<file path="src/design/netstring_deframer_assert.svh">
// Assertion macros used by the netstring deframer parser
`ifndef NETSTRING_DEFRAMER_ASSERT_SVH
`define NETSTRING_DEFRAMER_ASSERT_SVH

`ifndef SYNTHESIS

// Check a condition that must hold at every clock edge out of reset
`define NSD_ASSERT_HOLD(lbl, clk, rst, cond) \
   lbl: assert property (@(posedge clk) disable iff (rst) (cond)) \
      else $error("netstring_deframer: invariant violated");

// Check that a cause is followed by an effect in the cycle after it
`define NSD_ASSERT_NEXT(lbl, clk, rst, cause, effect) \
   lbl: assert property (@(posedge clk) disable iff (rst) (cause) |=> (effect)) \
      else $error("netstring_deframer: sequence violated");

`else

`define NSD_ASSERT_HOLD(lbl, clk, rst, cond)
`define NSD_ASSERT_NEXT(lbl, clk, rst, cause, effect)

`endif

`endif

</file>
<file path="src/design/nsd_pkg.sv">
// Types and constants of the netstring deframer
`timescale 1ns / 1ps

package nsd_pkg;

   localparam int LIMIT_W = 20;
   localparam logic [LIMIT_W-1:0] LIMIT_RESET = 20'd65535;

   // result kinds
   localparam logic [2:0] KIND_PAYLOAD    = 3'd0;
   localparam logic [2:0] KIND_OK         = 3'd1;
   localparam logic [2:0] KIND_BAD_HEADER = 3'd2;
   localparam logic [2:0] KIND_EMPTY      = 3'd3;
   localparam logic [2:0] KIND_NO_COMMA   = 3'd4;
   localparam logic [2:0] KIND_TOO_LONG   = 3'd5;

   // framing characters
   localparam logic [7:0] CHAR_ZERO  = 8'h30;
   localparam logic [7:0] CHAR_NINE  = 8'h39;
   localparam logic [7:0] CHAR_COLON = 8'h3A;
   localparam logic [7:0] CHAR_COMMA = 8'h2C;

   // byte held in the input register
   typedef struct packed {
      logic       valid;
      logic [7:0] data;
   } byte_slot_type;

   // result register contents
   typedef struct packed {
      logic       valid;
      logic [2:0] kind;
      logic [7:0] data;
      logic       fin;
   } result_type;

endpackage

</file>
<file path="src/design/nsd_if.sv">
// Channel interfaces of the netstring deframer
`timescale 1ns / 1ps

interface nsd_req_if;
   logic       valid;
   logic       ready;
   logic [7:0] in_byte;

   modport source (output valid, output in_byte, input ready);
   modport sink   (input valid, input in_byte, output ready);
endinterface

interface nsd_rsp_if;
   logic       valid;
   logic       ready;
   logic [2:0] result_kind;
   logic [7:0] payload_byte;
   logic       final_payload;

   modport source (output valid, output result_kind, output payload_byte,
                   output final_payload, input ready);
   modport sink   (input valid, input result_kind, input payload_byte,
                   input final_payload, output ready);
endinterface

interface nsd_csr_if;
   logic                         valid;
   logic                         ready;
   logic [nsd_pkg::LIMIT_W-1:0]  data;

   modport source (output valid, output data, input ready);
   modport sink   (input valid, input data, output ready);
endinterface

</file>
<file path="src/design/nsd_in_reg.sv">
// Input register stage of the netstring deframer
`timescale 1ns / 1ps

module nsd_in_reg (
   input  logic                   clock,
   input  logic                   reset,
   input  logic                   up_valid,
   input  logic [7:0]             up_data,
   output logic                   up_ready,
   output nsd_pkg::byte_slot_type slot,
   input  logic                   down_ready
);

   logic       valid_ff;
   logic       valid_in;
   logic [7:0] data_ff;
   logic       load;

   // accept while empty or while the held byte moves on this cycle
   assign up_ready = !valid_ff || down_ready;
   assign load     = up_valid && up_ready;

   always_comb begin
      valid_in = valid_ff;
      if (load) begin
         valid_in = 1'b1;
      end else if (down_ready) begin
         valid_in = 1'b0;
      end
   end

   always_ff @(posedge clock) begin
      if (reset) begin
         valid_ff <= 1'b0;
      end else begin
         valid_ff <= valid_in;
      end
   end

   // hold the byte until it is consumed
   always_ff @(posedge clock) begin
      if (load) begin
         data_ff <= up_data;
      end
   end

   assign slot.valid = valid_ff;
   assign slot.data  = data_ff;

endmodule

</file>
<file path="src/design/nsd_parser.sv">
// Frame parser: phase and count state, length limit and result register
`timescale 1ns / 1ps

`include "netstring_deframer_assert.svh"

module nsd_parser #(
   parameter int COUNT_WIDTH = 20
) (
   input  logic                          clock,
   input  logic                          reset,
   input  nsd_pkg::byte_slot_type        slot,
   output logic                          slot_ready,
   input  logic                          csr_valid,
   input  logic [nsd_pkg::LIMIT_W-1:0]   csr_data,
   output nsd_pkg::result_type           result,
   input  logic                          result_ready
);

   localparam logic [1:0] PH_HEADER  = 2'd0;
   localparam logic [1:0] PH_PAYLOAD = 2'd1;
   localparam logic [1:0] PH_TRAILER = 2'd2;

   localparam int EXT_W = COUNT_WIDTH + 4;
   localparam int CMP_W = (EXT_W > nsd_pkg::LIMIT_W) ? EXT_W : nsd_pkg::LIMIT_W;

   logic [1:0]                  phase_ff;
   logic [1:0]                  phase_in;
   logic [COUNT_WIDTH-1:0]      count_ff;
   logic [COUNT_WIDTH-1:0]      count_in;
   logic [nsd_pkg::LIMIT_W-1:0] limit_ff;
   nsd_pkg::result_type         result_ff;
   nsd_pkg::result_type         result_in;

   logic                        fire;
   logic                        emit;
   logic [2:0]                  kind;
   logic [7:0]                  data;
   logic                        fin;
   logic                        last;
   logic                        is_digit;
   logic [EXT_W-1:0]            count_ext;
   logic [EXT_W-1:0]            next_len;
   logic                        too_long;

   // consume a byte whenever the result register can take its outcome
   assign slot_ready = !result_ff.valid || result_ready;
   assign fire       = slot.valid && slot_ready;

   // header arithmetic: times ten as two shifts and an add
   assign count_ext = EXT_W'(count_ff);
   assign next_len  = (count_ext << 3) + (count_ext << 1) + EXT_W'(slot.data[3:0]);
   assign too_long  = (CMP_W'(next_len) > CMP_W'(limit_ff))
                      || (next_len[EXT_W-1:COUNT_WIDTH] != 4'd0);
   assign is_digit  = (slot.data >= nsd_pkg::CHAR_ZERO) && (slot.data <= nsd_pkg::CHAR_NINE);
   assign last      = count_ff <= COUNT_WIDTH'(1);

   // per-byte state update and result selection
   always_comb begin
      phase_in = phase_ff;
      count_in = count_ff;
      emit     = 1'b0;
      kind     = nsd_pkg::KIND_PAYLOAD;
      data     = 8'd0;
      fin      = 1'b0;
      case (phase_ff)
         PH_PAYLOAD: begin
            emit = 1'b1;
            data = slot.data;
            fin  = last;
            if (last) begin
               count_in = '0;
               phase_in = PH_TRAILER;
            end else begin
               count_in = count_ff - COUNT_WIDTH'(1);
            end
         end
         PH_TRAILER: begin
            emit     = 1'b1;
            kind     = (slot.data == nsd_pkg::CHAR_COMMA) ? nsd_pkg::KIND_OK
                                                          : nsd_pkg::KIND_NO_COMMA;
            phase_in = PH_HEADER;
            count_in = '0;
         end
         default: begin
            phase_in = PH_HEADER;
            if (is_digit) begin
               if (too_long) begin
                  emit     = 1'b1;
                  kind     = nsd_pkg::KIND_TOO_LONG;
                  count_in = '0;
               end else begin
                  count_in = next_len[COUNT_WIDTH-1:0];
               end
            end else if (slot.data == nsd_pkg::CHAR_COLON) begin
               if (count_ff == '0) begin
                  emit = 1'b1;
                  kind = nsd_pkg::KIND_EMPTY;
               end else begin
                  phase_in = PH_PAYLOAD;
               end
            end else begin
               emit     = 1'b1;
               kind     = nsd_pkg::KIND_BAD_HEADER;
               count_in = '0;
            end
         end
      endcase
   end

   // load a new result, or drop the old one once transferred
   always_comb begin
      result_in = result_ff;
      if (fire && emit) begin
         result_in.valid = 1'b1;
         result_in.kind  = kind;
         result_in.data  = data;
         result_in.fin   = fin;
      end else if (result_ready) begin
         result_in.valid = 1'b0;
      end
   end

   always_ff @(posedge clock) begin
      if (reset) begin
         phase_ff  <= PH_HEADER;
         count_ff  <= '0;
         limit_ff  <= nsd_pkg::LIMIT_RESET;
         result_ff <= '0;
      end else begin
         if (fire) begin
            phase_ff <= phase_in;
            count_ff <= count_in;
         end
         if (csr_valid) begin
            limit_ff <= csr_data;
         end
         result_ff <= result_in;
      end
   end

   assign result = result_ff;

   `NSD_ASSERT_HOLD(a_payload_count_nonzero, clock, reset,
      (phase_ff != PH_PAYLOAD) || (count_ff != '0))
   `NSD_ASSERT_HOLD(a_trailer_count_zero, clock, reset,
      (phase_ff != PH_TRAILER) || (count_ff == '0))
   `NSD_ASSERT_HOLD(a_final_only_on_payload, clock, reset,
      !(result_ff.valid && result_ff.fin) || (result_ff.kind == nsd_pkg::KIND_PAYLOAD))
   `NSD_ASSERT_NEXT(a_last_byte_to_trailer, clock, reset,
      fire && (phase_ff == PH_PAYLOAD) && last,
      (phase_ff == PH_TRAILER) && result_ff.valid && result_ff.fin)

endmodule

</file>
<file path="src/design/netstring_deframer.sv">
// Path: a byte transferred on req reaches rsp through the input register, then the result
// register; header digits within the length limit and a colon that opens a frame give no result.
// Throughput: one byte per cycle while rsp accepts results, set by the phase and count update.
// Reset (synchronous, active high): header phase, count zero, both stages empty,
// length limit 65535. No clearing pass; the block is ready the cycle after reset.
`timescale 1ns / 1ps

module netstring_deframer #(
   parameter int COUNT_WIDTH = 20
) (
   input  logic             clock,
   input  logic             reset,
   nsd_req_if.sink          req_if,
   nsd_rsp_if.source        rsp_if,
   nsd_csr_if.sink          csr_if
);

   nsd_pkg::byte_slot_type slot;
   logic                   slot_ready;
   nsd_pkg::result_type    result;

   // input register
   nsd_in_reg u_in_reg (
      .clock      (clock),
      .reset      (reset),
      .up_valid   (req_if.valid),
      .up_data    (req_if.in_byte),
      .up_ready   (req_if.ready),
      .slot       (slot),
      .down_ready (slot_ready)
   );

   // parser and result register
   nsd_parser #(
      .COUNT_WIDTH (COUNT_WIDTH)
   ) u_parser (
      .clock        (clock),
      .reset        (reset),
      .slot         (slot),
      .slot_ready   (slot_ready),
      .csr_valid    (csr_if.valid),
      .csr_data     (csr_if.data),
      .result       (result),
      .result_ready (rsp_if.ready)
   );

   // register writes are always accepted; the limit register loads the data
   assign csr_if.ready = 1'b1;

   assign rsp_if.valid         = result.valid;
   assign rsp_if.result_kind   = result.kind;
   assign rsp_if.payload_byte  = result.data;
   assign rsp_if.final_payload = result.fin;

endmodule
</file>
<file path="src/flat_wrapper.sv">
// flat-port wrapper written by rule: the top's interface ports become plain ports
module netstring_deframer_flat 
#(
   parameter int COUNT_WIDTH = 20
)
  (clock, reset, req_if_valid, req_if_in_byte, req_if_ready, rsp_if_valid, rsp_if_result_kind, rsp_if_payload_byte, rsp_if_final_payload, rsp_if_ready, csr_if_valid, csr_if_data, csr_if_ready);
  nsd_req_if req_if_i ();
  nsd_rsp_if rsp_if_i ();
  nsd_csr_if csr_if_i ();
  input  logic clock;
  input  logic reset;
  input wire logic [$bits(req_if_i.valid)-1:0] req_if_valid;
  input wire logic [$bits(req_if_i.in_byte)-1:0] req_if_in_byte;
  output wire logic [$bits(req_if_i.ready)-1:0] req_if_ready;
  output wire logic [$bits(rsp_if_i.valid)-1:0] rsp_if_valid;
  output wire logic [$bits(rsp_if_i.result_kind)-1:0] rsp_if_result_kind;
  output wire logic [$bits(rsp_if_i.payload_byte)-1:0] rsp_if_payload_byte;
  output wire logic [$bits(rsp_if_i.final_payload)-1:0] rsp_if_final_payload;
  input wire logic [$bits(rsp_if_i.ready)-1:0] rsp_if_ready;
  input wire logic [$bits(csr_if_i.valid)-1:0] csr_if_valid;
  input wire logic [$bits(csr_if_i.data)-1:0] csr_if_data;
  output wire logic [$bits(csr_if_i.ready)-1:0] csr_if_ready;
  assign req_if_i.valid = req_if_valid;
  assign req_if_i.in_byte = req_if_in_byte;
  assign req_if_ready = req_if_i.ready;
  assign rsp_if_valid = rsp_if_i.valid;
  assign rsp_if_result_kind = rsp_if_i.result_kind;
  assign rsp_if_payload_byte = rsp_if_i.payload_byte;
  assign rsp_if_final_payload = rsp_if_i.final_payload;
  assign rsp_if_i.ready = rsp_if_ready;
  assign csr_if_i.valid = csr_if_valid;
  assign csr_if_i.data = csr_if_data;
  assign csr_if_ready = csr_if_i.ready;
  netstring_deframer #(.COUNT_WIDTH(COUNT_WIDTH)) u_core (.clock(clock), .reset(reset), .req_if(req_if_i), .rsp_if(rsp_if_i), .csr_if(csr_if_i));
endmodule
</file>
<file path="config.mk">
export PLATFORM = sky130hd
export DESIGN_NAME = netstring_deframer_flat
export DESIGN_NICKNAME = d
export VERILOG_FILES = /design/src/design/nsd_pkg.sv /design/src/design/nsd_if.sv /design/src/design/nsd_in_reg.sv /design/src/design/nsd_parser.sv /design/src/design/netstring_deframer.sv /design/src/flat_wrapper.sv
export VERILOG_INCLUDE_DIRS = /design/src /design/src/design
export SDC_FILE = /design/constraint.sdc
export NUM_CORES = 1
export LEC_CHECK = 0
export BUFFER_PORTS_ARGS = -buffer_cell sky130_fd_sc_hd__buf_2
export CORE_MARGIN = 2
export CORE_UTILIZATION = 54
export CTS_BUF_LIST = sky130_fd_sc_hd__clkbuf_8 sky130_fd_sc_hd__clkbuf_16
export DETAILED_ROUTE_END_ITERATION = 8
export PLACE_DENSITY = 0.77
export SKIP_CTS_REPAIR_TIMING = 1
export SLEW_MARGIN = 5
export SYNTH_ARGS = -nofsm -noshare
export SYNTH_HDL_FRONTEND = slang
export SYNTH_HIERARCHICAL = 1
export SYNTH_SLANG_ARGS = --single-unit
</file>
<file path="constraint.sdc">
create_clock -name clock -period 4.4 [get_ports clock]
set_input_delay 0.22 -clock clock [delete_from_list [all_inputs] [get_ports clock]]
set_output_delay 0.22 -clock clock [all_outputs]
set_load 0.02 [all_outputs]
</file>
# After elaboration in Yosys (flattened, before gate mapping)
# Cells that the tools add are included.
# Widths: inputs -> output; s select.
dict set report word_totals {
  register_bits 64
  inputBits 33
  output_inout_bits 15
  word_cells 65
}
dict set report classes {
  n_addsub 3
  order_cmp 4
  eq_ne 6
  n_mux 27
  reduce_logical 16
}
# op n
set op_table {}
lappend op_table {{$mux 20} 4}
lappend op_table {{$pmux 20 s2} 1}
lappend op_table {{$add 23x21->24} 1}
lappend op_table {{$add 24x4->24} 1}
lappend op_table {{$gt 24x20->1} 1}
lappend op_table {{$le 20x1->1 const B} 1}
lappend op_table {{$logic_not 20->1} 1}
lappend op_table {{$sub 20x1->20 const B} 1}
lappend op_table {{$eq 8x6->1 const B} 2}
lappend op_table {{$mux 1} 13}
lappend op_table {{$mux 3} 4}
lappend op_table {{$ge 8x6->1 const B} 1}
lappend op_table {{$le 8x6->1 const B} 1}
lappend op_table {{$mux 8} 1}
lappend op_table {{$pmux 3 s2} 1}
lappend op_table {{$logic_and 1x1->1} 4}
lappend op_table {{$mux 2} 2}
lappend op_table {{$ne 4x2->1 const B} 1}
lappend op_table {{$pmux 2 s2} 1}
lappend op_table {{$reduce_and 2->1} 2}
lappend op_table {{$reduce_bool 2->1} 2}
lappend op_table {{$reduce_bool 4->1} 1}
lappend op_table {{$logic_or 1x1->1} 3}
lappend op_table {{$eq 2x1->1 const B} 1}
lappend op_table {{4 further kinds} 5}

# Depth between registers and ports, before layout
dict set report depth {
  word_depth 9
  mapped_depth 21
  depth_no_buf 20
}

# Modules after synthesis
# The synthesis kept the hierarchy.
# module instances cells_per_inst area_each_um2 seq_area_each_um2
set by_module_without_submodules {}
lappend by_module_without_submodules {nsd_parser 1 568 4564.4 1101.1}
lappend by_module_without_submodules {nsd_in_reg 1 14 302.8 260.2}
lappend by_module_without_submodules {netstring_deframer 1 2 11.3 0.0}

# Least setup slack after synthesis
# No wires, ideal clock.
dict set report synth_path {
  path_type {register to register}
  startpoint {register u_core.u_in_reg.data_ff[3]}
  endpoint {register u_core.u_parser.result_ff, in the netlist u_core/u_parser/result[0]}
  setup_ns 0.072
  arrival_ns 4.647
  t_required_ns 4.328
  path_slack_ns -0.319
  stages_incl_launch_ff 22
  path_buffers 1
  synth_period_minus_slack_ns 4.719
  path_cell_list {edfxtp_1 > inv_1 > fa_1 > inv_1 > ha_1 > a21o_1 > a21oi_1 > o21bai_1 > a32o_1 > a21oi_1 > o21ai_0 > xor2_1 > ha_1 > a21o_1 > a21o_1 > a21oi_1 > o311ai_0 > o21a_1 > nor4_4 > o21ba_1 > buf_6 > mux2i_1}
}
dict set report synth_between {
  elab_chain_cells 7
  word_cells_on_any_way 13
  cone_classes {add/sub: 1; order compare: 3; eq/ne: 1; mux: 4; reduce/logical: 4}
}
# item line_no
set synth_lines {}
lappend synth_lines {{start: declaration} nsd_in_reg.sv:16} ;# logic [7:0] data_ff;
lappend synth_lines {{start signal: assignment} nsd_in_reg.sv:43} ;# data_ff <= up_data;
lappend synth_lines {{$add 24x4->24} nsd_parser.sv:51} ;# assign next_len = (count_ext << 3) + (count_ext << 1) + EXT_W'(slot.data[3:0]);
lappend synth_lines {{$gt 24x20->1 / $reduce_bool 4->1 (equally long branches)} {nsd_parser.sv:52, nsd_parser.sv:53}}
lappend synth_lines {{$logic_or 1x1->1} nsd_parser.sv:53} ;# || (next_len[EXT_W-1:COUNT_WIDTH] != 4'd0);
lappend synth_lines {{$mux 1} nsd_parser.sv:87} ;# if (too_long) begin
lappend synth_lines {{$mux 1 (*)} nsd_parser.sv:86} ;# if (is_digit) begin
lappend synth_lines {{$mux 1 (*)} nsd_parser.sv:65} ;# case (phase_ff)
lappend synth_lines {{$logic_and 1x1->1 (*)} nsd_parser.sv:113} ;# if (fire && emit) begin
lappend synth_lines {{end signal: assignment} nsd_parser.sv:137} ;# result_ff <= result_in;
lappend synth_lines {{end: declaration} nsd_parser.sv:31} ;# nsd_pkg::result_type result_ff;
# Every way passes the cells marked *; elsewhere a longest branch is shown, timed or not.
# A chain may end at the register's enable or synchronous reset.

# Final worst setup path
dict set report layout_path {
  startpoint {register u_core.u_parser.count_ff[0]}
  endpoint {register u_core.u_parser.result_ff, in the netlist u_core/u_parser/result[0]}
}
dict set report layout_between {
  elab_chain_cells 8
  word_cells_on_any_way 14
  cone_classes {add/sub: 2; order compare: 2; mux: 6; reduce/logical: 4}
}
# item line_no
set layout_lines {}
lappend layout_lines {{start: declaration} nsd_parser.sv:28} ;# logic [COUNT_WIDTH-1:0] count_ff;
lappend layout_lines {{start signal: assignment} nsd_parser.sv:132} ;# count_ff <= count_in;
lappend layout_lines {{$add 23x21->24} nsd_parser.sv:51}
lappend layout_lines {{$add 24x4->24} nsd_parser.sv:51}
lappend layout_lines {{$gt 24x20->1 / $reduce_bool 4->1 (equally long branches)} {nsd_parser.sv:52, nsd_parser.sv:53}}
lappend layout_lines {{$logic_or 1x1->1} nsd_parser.sv:53}
lappend layout_lines {{$mux 1} nsd_parser.sv:87}
lappend layout_lines {{$mux 1} nsd_parser.sv:86}
lappend layout_lines {{$mux 1} nsd_parser.sv:65}
lappend layout_lines {{$logic_and 1x1->1} nsd_parser.sv:113}
# Parallel ways exist; a longest one is shown, timed or not.

==> results.ini <==
[drt]
dr_total_vias = 4871
vias_per_cell = 6.158
wl_per_cell_um = 17.67
drc = 0
ant_nets = 0
drtPass1Iterations = 5
drt_iter0_drc = 298
postRouteWirelength_mm = 13.98

[final_layout]
multi_input_area_um2 = 3401
fillers = 669
area_growth_pct = 23.52
drive_above_1_share = 0.2533
antennaDiodeCount = 0
stdcell_count = 791
final_nets = 777
utilization = 0.6910
seqCellArea_um2 = 1364

[sta]
rsz0062_at_grt = true
fin_tns_setup_ns = -10.60
fmax_ghz = 0.2083
setup_viol = 33
hold_viol = 0
worst_pin_slew_ns = 1.289
finClkSkew_ns = 0.01032
fin_ws_ns = -0.4009
finalMaxSlewViolations = 0
relSlewSlack = 0.1395
layout_min_cycle_time_ns = 4.801
min_period_over_period = 1.091

[run]
maxCapViolCount = 0

[synth]
synth_area_um2 = 4878
synth_top_area_share = 0.2298
netlist_top_cells_area = dfxtp_1 23%, ha_1 16%, edfxtp_1 4.9%, nand2_1 4.7%, a21oi_1 4.2%
yosys.area.top_type = dfxtp_1
async_flop_share = 0
synthFlopType = dfxtp_1
synth-edff-count = 8
ys_ff_latch = 64
synth_seq_area_share = 0.2790
yosysWarningCount = 6
syn-mean-instance-area_um2 = 8.353
ys_types = 73
syn-num-nets = 683
syn_inst = 584

[clock_network]
clock-root-buffer = clkbuf_8
cts-buffers-inserted = 9
insertion_delay_ns = 0.34
cts_buffer_depth = 2
cts_tree = yes
cts-htree-levels = 3
cts.clk_slew.worst_paths_ns = 0.08
clkSinkCount = 64

[hold_path]
hp-class = in2reg
min_from = req_if_in_byte[7]

[setup_path]
critPathKind = reg2reg
reg2reg_from = u_core/u_parser/count_ff[0]
crit_path_end_kind = flip-flop
r2r_end = u_core/u_parser/result[0]
reg2regPathDepth = 22
ff2ff_setup_slack_ns = -0.40
critPathLaunchType = flip-flop
path_max_fanout = 8
crit_end = u_core/u_parser/result[0]
arrival_ns = 5.08
crit_start = u_core/u_parser/count_ff[0]
worstPathRequired_ns = 4.68

[floorplan]
dieArea_um2 = 9811
core_um2 = 8721
start_util = 0.5594
ios = 48
core.rowCount = 34
fp.dieW_um = 99.05
die_h_um = 99.05

[global_routing]
overflow = 0
grt_pass1_wl_mm = 21.94
grt_max_degree = 41
grt_usage = 0.2738
antenna_found_initial = 0
grt_pass1_vias = 4715

[place]
dp_slack_ns = -0.3938
dp.cells = 761
gp_congestion = 0.9600
port_buffers = 46
hpwl_mm = 9.735

[power]
powerDensity_nw_per_um2 = 277.4
peakVddDrop_uv = 268.0
total_power_mw = 1.672
p_leak_nw = 2.972

[run_status]
status = complete, but fails checks
violations = negative setup slack

worst min-delay path by stage:
stage	to	slack (ns)	depth (start not counted)
6_report	u_core/u_in_reg/data_ff[7]	0.05	1
5_1_grt	u_core/u_in_reg/data_ff[4]	0.04	1
4_1_cts	u_core/u_in_reg/data_ff[5]	0.04	1
3_5_place_dp	u_core/u_in_reg/data_ff[3]	0.40	1
3_3_place_gp	u_core/u_in_reg/data_ff[3]	0.40	1
2_1_floorplan	u_core/u_in_reg/valid_ff	0.28	1
logic make-up after synthesis:
logic type,after synthesis,share of synthesized area
flops,64,0.2790
xor+xnor,24,0.04309
other cells,1,0.0007687
compound gates,172,0.2334
mux,13,0.02693
simple gates,177,0.1847
fa+ha+maj,66,0.1724
buf+inv,67,0.05976
report_power, final:
part / switching [mW] / total [mW] / internal [mW]
clock network: 0.249 / 0.569 / 0.320
logic: 0.260 / 0.462 / 0.202
registers: 0.0217 / 0.641 / 0.619
layer usage:
layer | GRT usage | wire length, um
met3 | 0.03404 | 925
met4 | 0.1149 | 456
met5 | 0 | 0
met2 | 0.4688 | 6900
met1 | 0.3472 | 5694
registers in the layout, indices dropped and copies added, names as in the netlist:
register,count
u_core/u_in_reg/valid_ff,1
u_core/u_parser/count_ff,20
u_core/u_in_reg/data_ff,8
u_core/u_parser/phase_ff,2
u_core/u_parser/result,13
u_core/u_parser/limit_ff,20
cells in the final DEF (no fill, tap or decap), types with 3 or more instances in the layout:
master	synthesis	layout
ha_1	64	64
buf_4	3	62
nand2_1	61	60
dfxtp_1	56	54
buf_2	5	46
nor2_1	41	41
inv_1	38	36
a21oi_1	41	32
o21ai_0	32	31
xnor2_1	17	16
o211ai_1	15	15
a21o_1	14	14
a31oi_1	14	14
mux2i_1	12	12
nand4_1	10	10
o21ai_1	10	10
clkbuf_8	0	9
a21oi_2	2	8
edfxtp_1	8	8
and3_1	8	8
nand3_1	8	8
nor3_1	6	6
nor4_1	7	6
xor2_1	7	5
nand2b_1	5	5
and2_1	5	5
a211oi_1	5	5
a21oi_4	1	4
or3_1	4	4
nor2b_1	5	4
o31ai_1	4	4
clkinv_4	0	3
o21a_1	3	3
nor4_4	2	3
worst max-delay path: stages (launching register included):
cell	delay, ns
dfxtp_2	0.33
inv_2	0.05
fa_1	0.57
inv_1	0.06
ha_1	0.28
a21o_1	0.21
a21oi_2	0.19
o21bai_2	0.12
a32o_2	0.31
a21oi_4	0.17
o21ai_2	0.09
xor2_2	0.21
ha_1	0.29
a21o_1	0.17
a21o_1	0.17
a21oi_2	0.22
o311ai_2	0.15
o21a_1	0.24
nor4_4	0.22
buf_6	0.17
o21ba_4	0.19
clkbuf_16	0.15
mux2i_1	0.16
Yosys cell counts, drive strengths merged (3+ instances only):
| cell type | count |
|---|---|
| nand2b | 6 |
| buf | 12 |
| clkbuf | 17 |
| edfxtp | 8 |
| inv | 38 |
| ha | 64 |
| nor2 | 41 |
| o211ai | 15 |
| nor3 | 6 |
| or2 | 3 |
| mux2i | 12 |
| nand3 | 9 |
| nor2b | 5 |
| a31oi | 14 |
| or3 | 4 |
| a21oi | 44 |
| a211oi | 5 |
| nor4 | 9 |
| o21ai | 43 |
| a21o | 14 |
| xor2 | 7 |
| o21a | 3 |
| nand4 | 11 |
| dfxtp | 56 |
| nand2 | 61 |
| xnor2 | 17 |
| and2 | 6 |
| o31ai | 4 |
| and3 | 8 |
layout make-up:
cell class,count,share of cell area
clock buffer,9,0.02056
clock inverter,7,0.01599
tap,108,0.02243
sequential,64,0.2263
timing repair buffer,112,0.1267
inverter,38,0.02367
multi-input combinational,453,0.5644
metrics by stage:
step	area, um^2	hold WS (ns)
CTS	5737	0.04186
finish	6026	0.04521
floorplan	4897	0.2824
global placement	5517	0.3966
global route	6026	0.04213
detailed placement	5517	0.3983
No activity file was read; power rests on OpenSTA's default activity.
